===== src/rtl/mtep_pkg.sv =====
// Shared types and constants for the MIDI track event parser.
// No dependencies; used by midi_track_event_parser_top.
package mtep_pkg;

  // Event kind codes carried on event_kind
  localparam logic [3:0] KIND_NOTE_OFF   = 4'd0;
  localparam logic [3:0] KIND_SEQNUM     = 4'd7;
  localparam logic [3:0] KIND_METABYTE   = 4'd8;
  localparam logic [3:0] KIND_ENDTRACK   = 4'd9;
  localparam logic [3:0] KIND_ERROR      = 4'd10;

  // Byte values that steer parsing
  localparam logic [7:0] STATUS_META     = 8'hFF;
  localparam logic [7:0] STATUS_SYSTEM   = 8'hF0;
  localparam logic [7:0] META_SEQNUM     = 8'h00;
  localparam logic [7:0] META_TRACK_NAME = 8'h03;
  localparam logic [7:0] META_END_TRACK  = 8'h2F;
  localparam logic [3:0] HI_PROGRAM      = 4'hC;
  localparam logic [3:0] HI_CHAN_PRESS   = 4'hD;
  localparam logic [3:0] HI_NOTE_OFF     = 4'h8;
  localparam logic [3:0] HI_PITCH_BEND   = 4'hE;

  // Longest variable-length quantity, in bytes
  localparam logic [2:0] VLQ_MAX_BYTES   = 3'd4;

  // One decoded event word
  typedef struct packed {
    logic [3:0]  kind;
    logic [27:0] delta;
    logic [3:0]  chan;
    logic [6:0]  first;
    logic [6:0]  second;
    logic [15:0] wide;
    logic [7:0]  mtype;
    logic [7:0]  pbyte;
  } event_t;

endpackage


===== src/rtl/midi_track_event_parser_top.sv =====
// MIDI track event parser: delta time, running status, meta events.
// Depends on mtep_pkg (event kind codes, constants, event_t).
//
// Channel  Dir  Handshake               Word fields
// in       in   in_valid_i/in_stall_o   data_byte_i, track_start_i
// out      out  out_valid_o/out_stall_i event_kind_o, delta_time_o, channel_o,
//                                       first_data_o, second_data_o,
//                                       wide_value_o, meta_code_o, payload_byte_o
//
// One byte per cycle while in_stall_o is low. Each accepted byte updates the
// parser registers and, when it completes an event, loads the output register
// in the same edge; the event shows in the cycle after its last byte.
// in_stall_o rises only while a held output word is stalled, so input and
// output overlap freely. rst_ni (async, active low) clears all parser state;
// track_start_i does the same for the byte it comes with.
module midi_track_event_parser_top (
  input  logic        clk_i,
  input  logic        rst_ni,
  input  logic        in_valid_i,
  output logic        in_stall_o,
  input  logic [7:0]  data_byte_i,
  input  logic        track_start_i,
  output logic        out_valid_o,
  input  logic        out_stall_i,
  output logic [3:0]  event_kind_o,
  output logic [27:0] delta_time_o,
  output logic [3:0]  channel_o,
  output logic [6:0]  first_data_o,
  output logic [6:0]  second_data_o,
  output logic [15:0] wide_value_o,
  output logic [7:0]  meta_code_o,
  output logic [7:0]  payload_byte_o
);

  // Parse phase codes
  localparam logic [2:0] PH_DELTA  = 3'd0;
  localparam logic [2:0] PH_STATUS = 3'd1;
  localparam logic [2:0] PH_DATA1  = 3'd2;
  localparam logic [2:0] PH_DATA2  = 3'd3;
  localparam logic [2:0] PH_MTYPE  = 3'd4;
  localparam logic [2:0] PH_MLEN   = 3'd5;
  localparam logic [2:0] PH_MDATA  = 3'd6;
  localparam logic [2:0] PH_ENDED  = 3'd7;

  logic [2:0]  phase_q, phase_d;
  logic [27:0] delta_q, delta_d;
  logic [2:0]  cnt_q, cnt_d;
  logic [7:0]  rs_q, rs_d;
  logic [6:0]  held_first_q, held_first_d;
  logic [7:0]  held_mt_q, held_mt_d;
  logic [27:0] remain_q, remain_d;
  logic [7:0]  high_q, high_d;
  logic        halted_q, halted_d;

  logic            out_valid_q, out_valid_d;
  mtep_pkg::event_t res_q, res_d;

  logic accept;
  assign in_stall_o = out_valid_q & out_stall_i;
  assign accept     = in_valid_i & ~in_stall_o;

  // Parser state as seen by this byte (track start wipes it first)
  logic [2:0]  e_phase;
  logic [27:0] e_delta;
  logic [2:0]  e_cnt;
  logic [7:0]  e_rs;
  logic [6:0]  e_held_first;
  logic [7:0]  e_held_mt;
  logic [27:0] e_remain;
  logic [7:0]  e_high;
  logic        e_halted;

  always_comb begin
    if (track_start_i) begin
      e_phase = PH_DELTA;  e_delta = '0;  e_cnt = '0;  e_rs = '0;
      e_held_first = '0;   e_held_mt = '0; e_remain = '0; e_high = '0;
      e_halted = 1'b0;
    end else begin
      e_phase = phase_q;   e_delta = delta_q;  e_cnt = cnt_q;  e_rs = rs_q;
      e_held_first = held_first_q; e_held_mt = held_mt_q;
      e_remain = remain_q; e_high = high_q; e_halted = halted_q;
    end
  end

  logic [6:0]  low7;
  logic [2:0]  cnt_inc;
  logic [27:0] vlq_delta, vlq_remain, remain_dec;
  logic [3:0]  rs_hi;
  logic        emit, fail;
  mtep_pkg::event_t ev;

  assign low7       = data_byte_i[6:0];
  assign cnt_inc    = e_cnt + 3'd1;
  assign vlq_delta  = {e_delta[20:0], low7};
  assign vlq_remain = {e_remain[20:0], low7};
  assign remain_dec = e_remain - 28'd1;
  assign rs_hi      = e_rs[7:4];

  always_comb begin
    phase_d = e_phase;  delta_d = e_delta;  cnt_d = e_cnt;  rs_d = e_rs;
    held_first_d = e_held_first;  held_mt_d = e_held_mt;
    remain_d = e_remain;  high_d = e_high;  halted_d = e_halted;
    emit = 1'b0;
    fail = 1'b0;
    ev   = '0;
    ev.delta = e_delta;

    if (!e_halted) begin
      case (e_phase)
        PH_DELTA: begin
          delta_d = vlq_delta;
          cnt_d   = cnt_inc;
          if (data_byte_i[7]) begin
            if (cnt_inc >= mtep_pkg::VLQ_MAX_BYTES) fail = 1'b1;
          end else begin
            phase_d = PH_STATUS;
          end
        end
        PH_STATUS, PH_DATA1: begin
          if (e_phase == PH_STATUS && data_byte_i == mtep_pkg::STATUS_META) begin
            rs_d    = '0;
            phase_d = PH_MTYPE;
          end else if (e_phase == PH_STATUS && data_byte_i >= mtep_pkg::STATUS_SYSTEM) begin
            fail = 1'b1;
          end else if (e_phase == PH_STATUS && data_byte_i[7]) begin
            rs_d    = data_byte_i;
            phase_d = PH_DATA1;
          end else if (e_phase == PH_STATUS && e_rs == 8'd0) begin
            fail = 1'b1;
          end else if (rs_hi == mtep_pkg::HI_PROGRAM || rs_hi == mtep_pkg::HI_CHAN_PRESS) begin
            // one-data-byte channel event
            emit     = 1'b1;
            ev.kind  = rs_hi - mtep_pkg::HI_NOTE_OFF;
            ev.chan  = e_rs[3:0];
            ev.first = low7;
            phase_d  = PH_DELTA;
            delta_d  = '0;
            cnt_d    = '0;
          end else begin
            held_first_d = low7;
            phase_d      = PH_DATA2;
          end
        end
        PH_DATA2: begin
          emit      = 1'b1;
          ev.kind   = (rs_hi >= mtep_pkg::HI_NOTE_OFF) ? rs_hi - mtep_pkg::HI_NOTE_OFF
                                                       : mtep_pkg::KIND_NOTE_OFF;
          ev.chan   = e_rs[3:0];
          ev.first  = e_held_first;
          ev.second = low7;
          if (rs_hi == mtep_pkg::HI_PITCH_BEND) ev.wide = {2'b00, low7, e_held_first};
          phase_d   = PH_DELTA;
          delta_d   = '0;
          cnt_d     = '0;
        end
        PH_MTYPE: begin
          held_mt_d = data_byte_i;
          high_d    = '0;
          remain_d  = '0;
          cnt_d     = '0;
          phase_d   = PH_MLEN;
        end
        PH_MLEN: begin
          remain_d = vlq_remain;
          cnt_d    = cnt_inc;
          if (data_byte_i[7]) begin
            if (cnt_inc >= mtep_pkg::VLQ_MAX_BYTES) fail = 1'b1;
          end else if (vlq_remain != 28'd0) begin
            phase_d = PH_MDATA;
          end else if (e_held_mt == mtep_pkg::META_END_TRACK) begin
            emit     = 1'b1;
            ev.kind  = mtep_pkg::KIND_ENDTRACK;
            ev.mtype = e_held_mt;
            phase_d  = PH_ENDED;
          end else begin
            phase_d = PH_DELTA;
            delta_d = '0;
            cnt_d   = '0;
          end
        end
        PH_MDATA: begin
          remain_d = remain_dec;
          if (e_held_mt == mtep_pkg::META_TRACK_NAME) begin
            emit     = 1'b1;
            ev.kind  = mtep_pkg::KIND_METABYTE;
            ev.mtype = e_held_mt;
            ev.pbyte = data_byte_i;
          end else if (e_held_mt == mtep_pkg::META_SEQNUM) begin
            // value is the last two payload bytes, high first
            if (remain_dec == 28'd0) begin
              emit     = 1'b1;
              ev.kind  = mtep_pkg::KIND_SEQNUM;
              ev.mtype = e_held_mt;
              ev.wide  = {e_high, data_byte_i};
            end
            high_d = data_byte_i;
          end
          if (remain_dec == 28'd0) begin
            if (e_held_mt == mtep_pkg::META_END_TRACK) begin
              emit     = 1'b1;
              ev       = '0;
              ev.delta = e_delta;
              ev.kind  = mtep_pkg::KIND_ENDTRACK;
              ev.mtype = e_held_mt;
              phase_d  = PH_ENDED;
            end else begin
              phase_d = PH_DELTA;
              delta_d = '0;
              cnt_d   = '0;
            end
          end
        end
        default: begin
          // after end of track: ignore bytes until track start
        end
      endcase

      if (fail) begin
        halted_d = 1'b1;
        delta_d  = '0;
        emit     = 1'b1;
        ev       = '0;
        ev.kind  = mtep_pkg::KIND_ERROR;
      end
    end
  end

  // Output register: loads on an accepted byte that finishes an event
  always_comb begin
    out_valid_d = out_valid_q & out_stall_i;
    res_d       = res_q;
    if (accept && emit) begin
      out_valid_d = 1'b1;
      res_d       = ev;
    end
  end

  always_ff @(posedge clk_i or negedge rst_ni) begin
    if (!rst_ni) begin
      phase_q      <= PH_DELTA;
      delta_q      <= '0;
      cnt_q        <= '0;
      rs_q         <= '0;
      held_first_q <= '0;
      held_mt_q    <= '0;
      remain_q     <= '0;
      high_q       <= '0;
      halted_q     <= 1'b0;
      out_valid_q  <= 1'b0;
    end else begin
      if (accept) begin
        phase_q      <= phase_d;
        delta_q      <= delta_d;
        cnt_q        <= cnt_d;
        rs_q         <= rs_d;
        held_first_q <= held_first_d;
        held_mt_q    <= held_mt_d;
        remain_q     <= remain_d;
        high_q       <= high_d;
        halted_q     <= halted_d;
      end
      out_valid_q <= out_valid_d;
    end
  end

  always_ff @(posedge clk_i) begin
    res_q <= res_d;
  end

  assign out_valid_o    = out_valid_q;
  assign event_kind_o   = res_q.kind;
  assign delta_time_o   = res_q.delta;
  assign channel_o      = res_q.chan;
  assign first_data_o   = res_q.first;
  assign second_data_o  = res_q.second;
  assign wide_value_o   = res_q.wide;
  assign meta_code_o    = res_q.mtype;
  assign payload_byte_o = res_q.pbyte;

endmodule


===== config.mk =====
export PLATFORM = sky130hd
export DESIGN_NAME = midi_track_event_parser_top
export DESIGN_NICKNAME = d
export VERILOG_FILES = /design/src/rtl/mtep_pkg.sv /design/src/rtl/midi_track_event_parser_top.sv
export SDC_FILE = /design/constraint.sdc
export NUM_CORES = 1
export LEC_CHECK = 0
export ABC_AREA = 1
export BUFFER_PORTS_ARGS = -buffer_cell sky130_fd_sc_hd__clkbuf_2
export CORE_ASPECT_RATIO = 0.6
export CORE_UTILIZATION = 46
export CTS_CLUSTER_DIAMETER = 40
export DETAILED_ROUTE_END_ITERATION = 6
export GPL_TIMING_DRIVEN = 0
export HOLD_SLACK_MARGIN = 0.08
export SYNTH_ARGS = -nofsm -noshare
export SYNTH_HDL_FRONTEND = slang
export SYNTH_SLANG_ARGS = --single-unit

===== constraint.sdc =====
create_clock -name clk_i -period 7.05 [get_ports clk_i]
set_clock_uncertainty 0.15 [all_clocks]
set_input_delay 0 -clock clk_i [delete_from_list [all_inputs] [get_ports clk_i]]
set_output_delay 0 -clock clk_i [all_outputs]
set_load 0.005 [all_outputs]

After elaboration in Yosys (flattened, before gate mapping) --
Cells that the tools add are included.
Storage, ports and cells: flip-flop bits (word level) 177, output and inout bits 84
Operators by class: add/subtract/negate cells 3, order comparisons 3, equality and inequality tests 12, muxes and demuxes 128, bitwise operators 4, reductions and logical operators 16
Operators by type and width (number):
- two-way mux 28 bit | 15
- two-way mux 82 bit | 3
- two-way mux 8 bit | 19
- case mux 28 bit (5 select lines) | 1
- case mux 28 bit (3 select lines) | 1
- two-way mux 78 bit | 1
- two-way mux 3 bit | 24
- two-way mux 7 bit | 8
- two-way mux 11 bit | 5
- two-way mux 24 bit | 2
- case mux 23 bit (2 select lines) | 1
- two-way mux 4 bit | 11
- case mux 11 bit (3 select lines) | 1
- case mux 8 bit (2 select lines) | 2
- logical NOT 28 bit | 1
- nonzero test 28 bit | 1
- subtractor 28 x 1 -> 28 bit (second input constant) | 1
- two-way mux 1 bit | 26
- case mux 3 bit (6 select lines) | 1
- logical NOT 8 bit | 2
- two-way mux 16 bit | 1
- case mux 4 bit (4 select lines) | 1
- case mux 3 bit (5 select lines) | 1
- two-way mux 14 bit | 1
- other kinds (22) | 36

Depth between registers and ports, before layout --
Gate-level depths: netlist of the first run.
depth in word-level cells 13, gate-level depth with buffers 22, depth with buffers taken out 20

Worst setup path before layout of the first run --
Ideal clock, no wire load.
path type register -> register, from register remain_q[1], to register res_q, in the netlist channel_o[0], enable pin, arrival time 3.709 ns, slack 2.755 ns, stages on the path, launching flop included 18, buffers on the path 0, cell sequence dfrtp_1 nand2_2 ha_1 nand3_2 nor2_4 nand3b_1 nand2_1 nand2_1 nor2_1 nand2_1 nor2_1 and3_1 nand3_1 nand2_1 nor2_1 nand4_1 nand2_1 inv_1
Between the ends: cells in the longest elaborated chain, start to end 12, elaborated cells between the ends (all ways) 15
RTL lines:
- start, declared | line midi_track_event_parser_top.sv:51 | logic [27:0] remain_q, remain_d;
- start signal, assigned | line midi_track_event_parser_top.sv:258 | remain_q <= remain_d;
- two-way mux 28 bit (*) | line midi_track_event_parser_top.sv:74 | if (track_start_i) begin
- subtractor 28 x 1 -> 28 bit | line midi_track_event_parser_top.sv:96 | assign remain_dec = e_remain - 28'd1;
- logical NOT 28 bit | line midi_track_event_parser_top.sv:190, midi_track_event_parser_top.sv:198
- two-way mux 1 bit | line midi_track_event_parser_top.sv:190 | if (remain_dec == 28'd0) begin
- two-way mux 1 bit | line midi_track_event_parser_top.sv:188 | end else if (e_held_mt == mtep_pkg::META_SEQNUM) begin
- two-way mux 1 bit | line midi_track_event_parser_top.sv:183 | if (e_held_mt == mtep_pkg::META_TRACK_NAME) begin
- two-way mux 1 bit | line midi_track_event_parser_top.sv:199 | if (e_held_mt == mtep_pkg::META_END_TRACK) begin
- two-way mux 1 bit | line midi_track_event_parser_top.sv:198 | if (remain_dec == 28'd0) begin
- case mux 1 bit (4 select lines) (*) | line midi_track_event_parser_top.sv:109 | case (e_phase)
- two-way mux 1 bit (*) | line midi_track_event_parser_top.sv:218 | if (fail) begin
- two-way mux 1 bit (*) | line midi_track_event_parser_top.sv:108 | if (!e_halted) begin
- logical AND 1 bit (*) | line midi_track_event_parser_top.sv:232 | if (accept && emit) begin
- end signal, assigned | line midi_track_event_parser_top.sv:267 | res_q <= res_d;
- end, declared | line midi_track_event_parser_top.sv:56 | mtep_pkg::event_t res_q, res_d;
Mark *: on every way between the ends. The rest lies on a longest branch, timed or not. A chain may end at the register's enable or synchronous reset.

Worst setup path in the final report of the first run --
from register remain_q[0], to register res_q, in the netlist payload_byte_o[2], enable pin
The elaborated chain is that of the path after synthesis.

==> results of run 1 <==
[synth_stat cells, types with 5 or more instances]
master,instances,area [um2]
nand2_1,364,1370
nor2_1,234,878
inv_1,163,612
a21oi_1,114,571
dfrtp_1,95,2380
o21ai_0,84,420
edfxtp_1,82,2460
nand3_1,53,265
clkbuf_1,40,150
o22ai_1,30,188
nand4_1,25,156
o211ai_1,20,150
nand2_2,16,100
nor3_1,12,60.1
o21ai_1,12,60.1
a22oi_1,11,82.6
o221ai_1,11,96.3
nor2_2,9,56.3
nor4_1,9,56.3
nor2_4,8,90.1
buf_2,7,35.0
buf_1,6,22.5
clkinv_1,6,22.5
buf_6,5,56.3
[worst max-delay path by stage]
| stage | startpoint | end |
|---|---|---|
| 2_1_floorplan | remain_q[1] | channel_o[0] |
| 3_3_place_gp | remain_q[0] | meta_code_o[1] |
| 3_5_place_dp | remain_q[0] | meta_code_o[3] |
| 4_1_cts | remain_q[0] | payload_byte_o[2] |
| 5_1_grt | remain_q[0] | payload_byte_o[2] |
| 6_report | remain_q[0] | payload_byte_o[2] |
[what timing repair did]
action	CTS	global route
endpoints found under the hold margin	138	0
resized for setup	0	0
hold buffers	13	0
[where the power goes]
part | total [mW] | switching [mW] | internal (mW)
clock network | 0.941 | 0.472 | 0.469
registers | 1.56 | 0.157 | 1.41
logic | 2.27 | 1.63 | 0.639
total | 4.78 | 2.26 | 2.52
[registers in the layout (all words and copies together), names as in the netlist, 16 cells and up]
register,count
wide_value_o,16
delta_time_o,28
delta_q,28
remain_q,28
[final cells by class]
class                   instances  area [um2]  area share [%]
plain buffers                  59         272            2.21
inverters                     174         661            5.39
well taps                     308         385            3.14
flip-flops and latches        177        4840            39.4
clock inverters                15         136            1.11
repair buffers                109         642            5.23
clock buffers                  17         425            3.47
multi-input cells            1045        4910            40.0
[cells by family (layout without fill, tap and decap cells)]
kind of cell	Yosys count	in the layout
flip-flops	177	177
adder cells (fa/ha/maj)	3	3
buffers and inverters	233	374
other	1	3
AO/OA/AOI/OAI	294	294
XOR/XNOR	2	2
AND/OR/NAND/NOR	743	743
[critical path, stage by stage, from the launching register on]
cell and delay [ns]:
dfrtp_1 0.39, nand2_2 0.18, ha_1 0.30, nand3_2 0.32, nor2_2 0.34, nand3b_1 0.12, nand2_1 0.16, nand2_1 0.07
nor2_1 0.10, nand2_1 0.10, nor2_1 0.23, and3_1 0.32, nand3_1 0.13, nand2_1 0.09, nor2_1 0.06, nand4_1 0.15
nand2_1 0.20, inv_4 0.24, buf_16 0.30
[metal layers]
metal	GRT usage, %	vias up	part of all wire (%)	routed length (um)
li1	-	5075	-	-
met1	53.1	5149	47	18300
met2	41.4	648	37	14400
met3	12.2	36	14	5550
met4	6.30	0	1.0	388
met5	0	-	0	0
[through the flow]
step,total power [mW],hold slack [ns],cells,setup WS [ns]
finish,4.78,0.186,1904,2.64
floorplan,3.04,-0.446,1455,2.75
global placement,3.75,0.0898,1858,1.00
detailed placement,3.76,-0.00614,1859,2.86
global route,5.11,0.213,1904,2.51
CTS,4.71,0.179,1904,2.83
==> metrics.yaml, run 1 <==
clock_network:
  cts_buffers: 17
  cts_setup_buffers: 0
  clock-sinks: 177
  cts_tree: "done"
  htree_levels: 4
  clk_path_buf_depth: 2
  insertion_delay_ns: 0.46
  clk_pin_slew_worst_paths_ns: 0.07
  root_buffer: "clkbuf_16"
final_layout:
  num_antenna_cells: 0
  design_area_mm2: 0.0123
  layout_common_cells: "nand2_1, nor2_1, inv_1, a21oi_1, dfrtp_1"
  final_common_cell: "nand2_1"
  finalCoreUtilization_pct: 54.8
  n_fill_cell: 2210
  final_nets: 1599
  drive_gt1_share_pct: 12.0
  area_growth_pct: 15.1
power_and_ir_drop:
  ir_worst_vdd_uv: 239
  power_density_mw_per_mm2: 390
  leakagePower_nw: 5.82
sta:
  slew_headroom_pct: 33.7
  fin_crit_sh_pct: 62.6
  finalCriticalPeriod_ns: 4.41
  worst_pin_slew_ns: 0.992
  hold_violations: 0
  rsz0062_at_grt: "no"
  setup_viol: 0
  fmax_ghz: 0.227
  tns_ns: 0
  drv_slew: 0
worst_setup_path:
  regToRegSetupSlack_ns: 2.64
  worstPathRequired_ns: 7.00
  rr_startpoint: "remain_q[0]"
  worst-path-max-fanout: 74
  r2r-end: "payload_byte_o[2]"
  crit_type: "flop to flop"
  cp-start-kind: "flop"
  cp_data_arrival_time_ns: 4.36
  rr_worst_depth: 18
  endpoint_kind: "flop"
logic_synthesis:
  synthMuxAreaShare_pct: 0
  synth_top_family_by_area: "simple AND/OR/NAND/NOR gates"
  ys_seq_area_share_pct: 45.4
  synth-main-ff-cell: "dfrtp_1"
  yosys.area_share.xor_xnor_pct: 0.235
  syn_inst: 1453
  synth_compound_area_share_pct: 15.6
  yosysWarnings: 0
  synthDistinctLibCells: 46
  synthSimpleGateAreaFrac_pct: 29.6
  synthArstFlopShare_pct: 53.7
  yosys.area_share.adder_pct: 0.352
  synth-seq-cells: 177
  synth_edf_count: 82
  avgSynthCellArea_um2: 7.34
  synthesis.area_mm2: 0.0107
routing:
  vias: 10908
  post_drt_wl_per_cell_um: 20.3
  post_drt_via_cell_ratio: 5.73
  drtIter0Drc: 1526
  drt_wl_total_mm: 38.7
  firstDrtPassIters: 6
  antenna_left: 0
  drc: 0
floorplanning:
  initial_core_util_pct: 47.6
  die_h_um: 120
  die_w_um: 199
  coreArea_mm2: 0.0224
  num_io_pins: 97
  floorplan.die_area_mm2: 0.0238
  row_count: 42
global_route:
  grt_pass1_vias: 9700
  grt_max_degree: 88
  grt-ovfl-total: 0
  antenna_found_initial: 0
  track_usage_pct: 33.3
  grt_pass1_wl_mm: 58.3
worst_hold_path:
  hold_path_depth: 4
  hp-class: "primary input to flop"
  holdPathEnd: "out_valid_o"
  worstHoldStart: "out_stall_i"
job:
  cap_violations: 0
placed_design:
  place.gp.congestion: 1.00
  io_buffers: 95
  placed_area_mm2: 0.0116
  place_hpwl_mm: 28.7
run_status:
  status: "completed"
Power figures use the tool's default switching activity.
==> run 2, diff against run 1 <==
--- a/config.mk
+++ b/config.mk
@@ -5,7 +5,7 @@
 export SDC_FILE = /design/constraint.sdc
 export NUM_CORES = 1
 export LEC_CHECK = 0
-export ABC_AREA = 1
+export ABC_AREA = 0
 export BUFFER_PORTS_ARGS = -buffer_cell sky130_fd_sc_hd__clkbuf_2
 export CORE_ASPECT_RATIO = 0.6
 export CORE_UTILIZATION = 46
==> constraint.sdc (replaced) <==
create_clock -name clk_i -period 4.3 [get_ports clk_i]
set_clock_uncertainty 0.15 [all_clocks]
set_input_delay 0 -clock clk_i [delete_from_list [all_inputs] [get_ports clk_i]]
set_output_delay 0 -clock clk_i [all_outputs]
set_load 0.005 [all_outputs]
==> run 2 against run 1 <==
The flow now finishes with violations (setup timing). Register-to-register slack lost 2.7 ns. Total power increased by 33%. Synthesized cell count shrank 37%. Combinational power up 11%. Via count is 23% lower. Utilization grew 3.9 points. Non-clock buffer count increased by 38. Critical path depth fell by 5. Sequential power increased by 47%. Clock power grew 66%. Clock-buffer cell count is the same. Largest cell class is now registers.
==> metrics.yaml, run 2 <==
run_status:
  status: "finished, violations left"  # was completed
  violations: "setup timing"
logic_synthesis:
  synth-main-ff-cell: "dfrtp_1"  # unchanged
  synth-seq-cells: 177  # unchanged
  synthArstFlopShare_pct: 53.7  # unchanged
  synthDistinctLibCells: 71  # was 46
  avgSynthCellArea_um2: 10.2  # was 7.34 um2
  yosysMostFrequentCell: "dfrtp_1"  # was nand2_1
  synthesis.area_mm2: 0.00931  # was 0.0107 mm2
  yosysWarnings: 0  # unchanged
  syn_inst: 909  # was 1453
  synth_top_area_share_pct: 26.4  # was 23.1%
  synth_common_cells: "dfrtp_1, edfxtp_1, nand2_1"  # was nand2_1, nor2_1, inv_1
  ys_seq_area_share_pct: 52.0  # was 45.4%
  synth_edf_count: 82  # unchanged
  synth.largest_area_cell: "edfxtp_1"  # unchanged
  synth_area_leaders: "edfxtp_1, dfrtp_1, a22o_1"  # was edfxtp_1, dfrtp_1, nand2_1
floorplanning:
  num_io_pins: 97  # unchanged
  die_w_um: 186  # was 199 um
  floorplan.die_area_mm2: 0.0208  # was 0.0238 mm2
  initial_core_util_pct: 47.9  # was 47.6%
  coreArea_mm2: 0.0194  # was 0.0224 mm2
  die_h_um: 112  # was 120 um
  row_count: 39  # was 42
worst_setup_path:
  crit_start: "remain_q[14]"  # was remain_q[0]
  regToRegSetupSlack_ns: -0.02  # was 2.64 ns
  rr_worst_depth: 13  # was 18
  r2r-end: "delta_time_o[24]"  # was payload_byte_o[2]
  cp-start-kind: "flop"  # unchanged
  endpoint_kind: "flop"  # unchanged
  worst-path-max-fanout: 7  # was 74
  worstPathRequired_ns: 4.32  # was 7.00 ns
  rr_startpoint: "remain_q[14]"  # was remain_q[0]
  cp_data_arrival_time_ns: 4.34  # was 4.36 ns
  crit_type: "flop to flop"  # unchanged
sta:
  hold_violations: 0  # unchanged
  fin_crit_sh_pct: 100  # was 62.6%
  tns_ns: -0.226  # was 0 ns
  hold_ws_ns: 0.0269  # was 0.186 ns
  rsz0062_at_grt: "yes"  # was no
  finalCriticalPeriod_ns: 4.32  # was 4.41 ns
  slew_headroom_pct: 2.87  # was 33.7%
  fmax_ghz: 0.232  # was 0.227 GHz
  drv_slew: 0  # unchanged
  setup_viol: 21  # was 0
  worst_pin_slew_ns: 1.44  # was 0.992 ns
  setup_ws_ns: -0.0187  # was 2.64 ns
worst_hold_path:
  hp-class: "primary input to async pin"  # was primary input to flop
clock_network:
  clk_path_buf_depth: 2  # unchanged
  clock-sinks: 177  # unchanged
  cts_tree: "done"  # unchanged
  clk_pin_slew_worst_paths_ns: 0.07  # about the same
  root_buffer: "clkbuf_16"  # unchanged
  htree_levels: 4  # unchanged
  insertion_delay_ns: 0.45  # was 0.46 ns
  cts_buffers: 17  # unchanged
final_layout:
  layout_common_cells: "clkbuf_2, dfrtp_1, edfxtp_1, nand2_1, o21ai_0"  # was nand2_1, nor2_1, inv_1, a21oi_1, dfrtp_1
  num_antenna_cells: 0  # unchanged
  area_growth_pct: 22.4  # was 15.1%
  n_fill_cell: 1737  # was 2210
  drive_gt1_share_pct: 22.3  # was 12.0%
  final_nets: 1077  # was 1599
  final_common_cell: "clkbuf_2"  # was nand2_1
  fin_cells: 1340  # was 1904
routing:
  drt_wl_total_mm: 31.9  # was 38.7 mm
  drtIter0Drc: 978  # was 1526
  post_drt_via_cell_ratio: 6.23  # was 5.73
  firstDrtPassIters: 6  # unchanged
  drc: 0  # unchanged
  antenna_left: 0  # unchanged
  vias: 8352  # was 10908
  post_drt_wl_per_cell_um: 23.8  # was 20.3 um
global_route:
  antenna_found_initial: 0  # unchanged
  grt-ovfl-total: 0  # unchanged
  grt_max_degree: 96  # was 88
  grtUsageMet3_pct: 10.1  # was 12.2%
  use_met2_pct: 36.6  # was 41.4%
  grt_busiest_layer: "met1"  # unchanged
  track_usage_pct: 30.8  # was 33.3%
  grt_pass1_vias: 7396  # was 9700
  grt_pass1_wl_mm: 46.7  # was 58.3 mm
  globalRouteMet1Util_pct: 52.1  # was 53.1%
power_and_ir_drop:
  ir_worst_vdd_uv: 325  # was 239 uV
  leakagePower_nw: 4.71  # was 5.82 nW
  power_density_mw_per_mm2: 558  # was 390 mW/mm2
  finalPower_mw: 6.36  # was 4.78 mW
placed_design:
  place_hpwl_mm: 22.1  # was 28.7 mm
  place.gp.congestion: 0.968  # was 1.00
  dp_slack_ns: -2.09  # was 2.86 ns
  dp_cells: 1274  # was 1859
  io_buffers: 95  # unchanged
job:
  cap_violations: 0  # unchanged
-- run 2: routing by layer --
layer | up-vias | share of wire (%)
met5 | - | 0
met4 | 0 | 0.90
met3 | 37 | 11
met2 | 434 | 37
met1 | 4099 | 51
li1 | 3782 | -
-- run 2: cell families after synthesis --
kind of cell / after synthesis / synth area share [%]
multiplexers: 4 / 0.430
AND/OR/NAND/NOR: 323 / 19.2
buffers and inverters: 93 / 4.11
flip-flops: 177 / 52.0
XOR/XNOR: 10 / 0.941
adder cells (fa/ha/maj): 3 / 0.403
other: 1 / 0.0403
AO/OA/AOI/OAI: 298 / 22.9
-- run 2: how the worst max path moves through the flow --
stage                       endpoint  slack (ns)  cells after the start
CTS                 wide_value_o[13]       -0.04                     11
global placement      meta_code_o[2]       -2.94                     18
global route         first_data_o[3]       -0.09                     20
detailed placement    meta_code_o[2]       -2.09                     20
floorplan               channel_o[0]       -0.50                     10
finish              delta_time_o[24]       -0.02                     13
-- run 2: through the flow --
stage | utilization [%] | cell area (um2)
4_1_cts | 57.4 | 11100
3_5_place_dp | 53.0 | 10300
6_report | 58.7 | 11400
3_3_place_gp | 52.8 | 10200
5_1_grt | 58.7 | 11400
2_1_floorplan | - | 9440
-- run 2: what timing repair did --
action,in CTS,in global routing
hold buffers,12,0
setup endpoints to repair,183,146
buffers inserted,13,14
gates resized for setup,17,19
hold endpoints to repair,107,0
gates cloned,2,4
pin swaps,10,13
-- run 2: critical path, stage by stage (launching register included) --
cell and delay [ns]:
dfrtp_1 0.36, buf_4 0.16, or3_4 0.42, or3_1 0.33
buf_6 0.14, or4_4 0.50, and2_4 0.18, or4_4 0.53
nor4_4 0.39, a31oi_4 0.22, nor2_4 0.21, buf_12 0.17
buf_8 0.13, clkbuf_16 0.14
-- run 2: area by class of cell --
class / instances / area, um2 / share of cell area (%)
clock buffer: 17 / 425 / 3.73
multi-input combinational: 642 / 4240 / 37.2
tap: 266 / 333 / 2.92
timing repair buffer: 140 / 981 / 8.61
buffer: 66 / 365 / 3.21
clock inverter: 15 / 146 / 1.28
sequential: 177 / 4840 / 42.5
inverter: 17 / 63.8 / 0.560
-- run 2: power breakdown --
group	leakage (nW)	total [mW]	internal, mW	switching, mW
Clock	0.281	1.56	0.816	0.740
Sequential	2.06	2.29	2.05	0.239
Combinational	2.37	2.52	0.936	1.58
Total	4.71	6.36	3.80	2.56
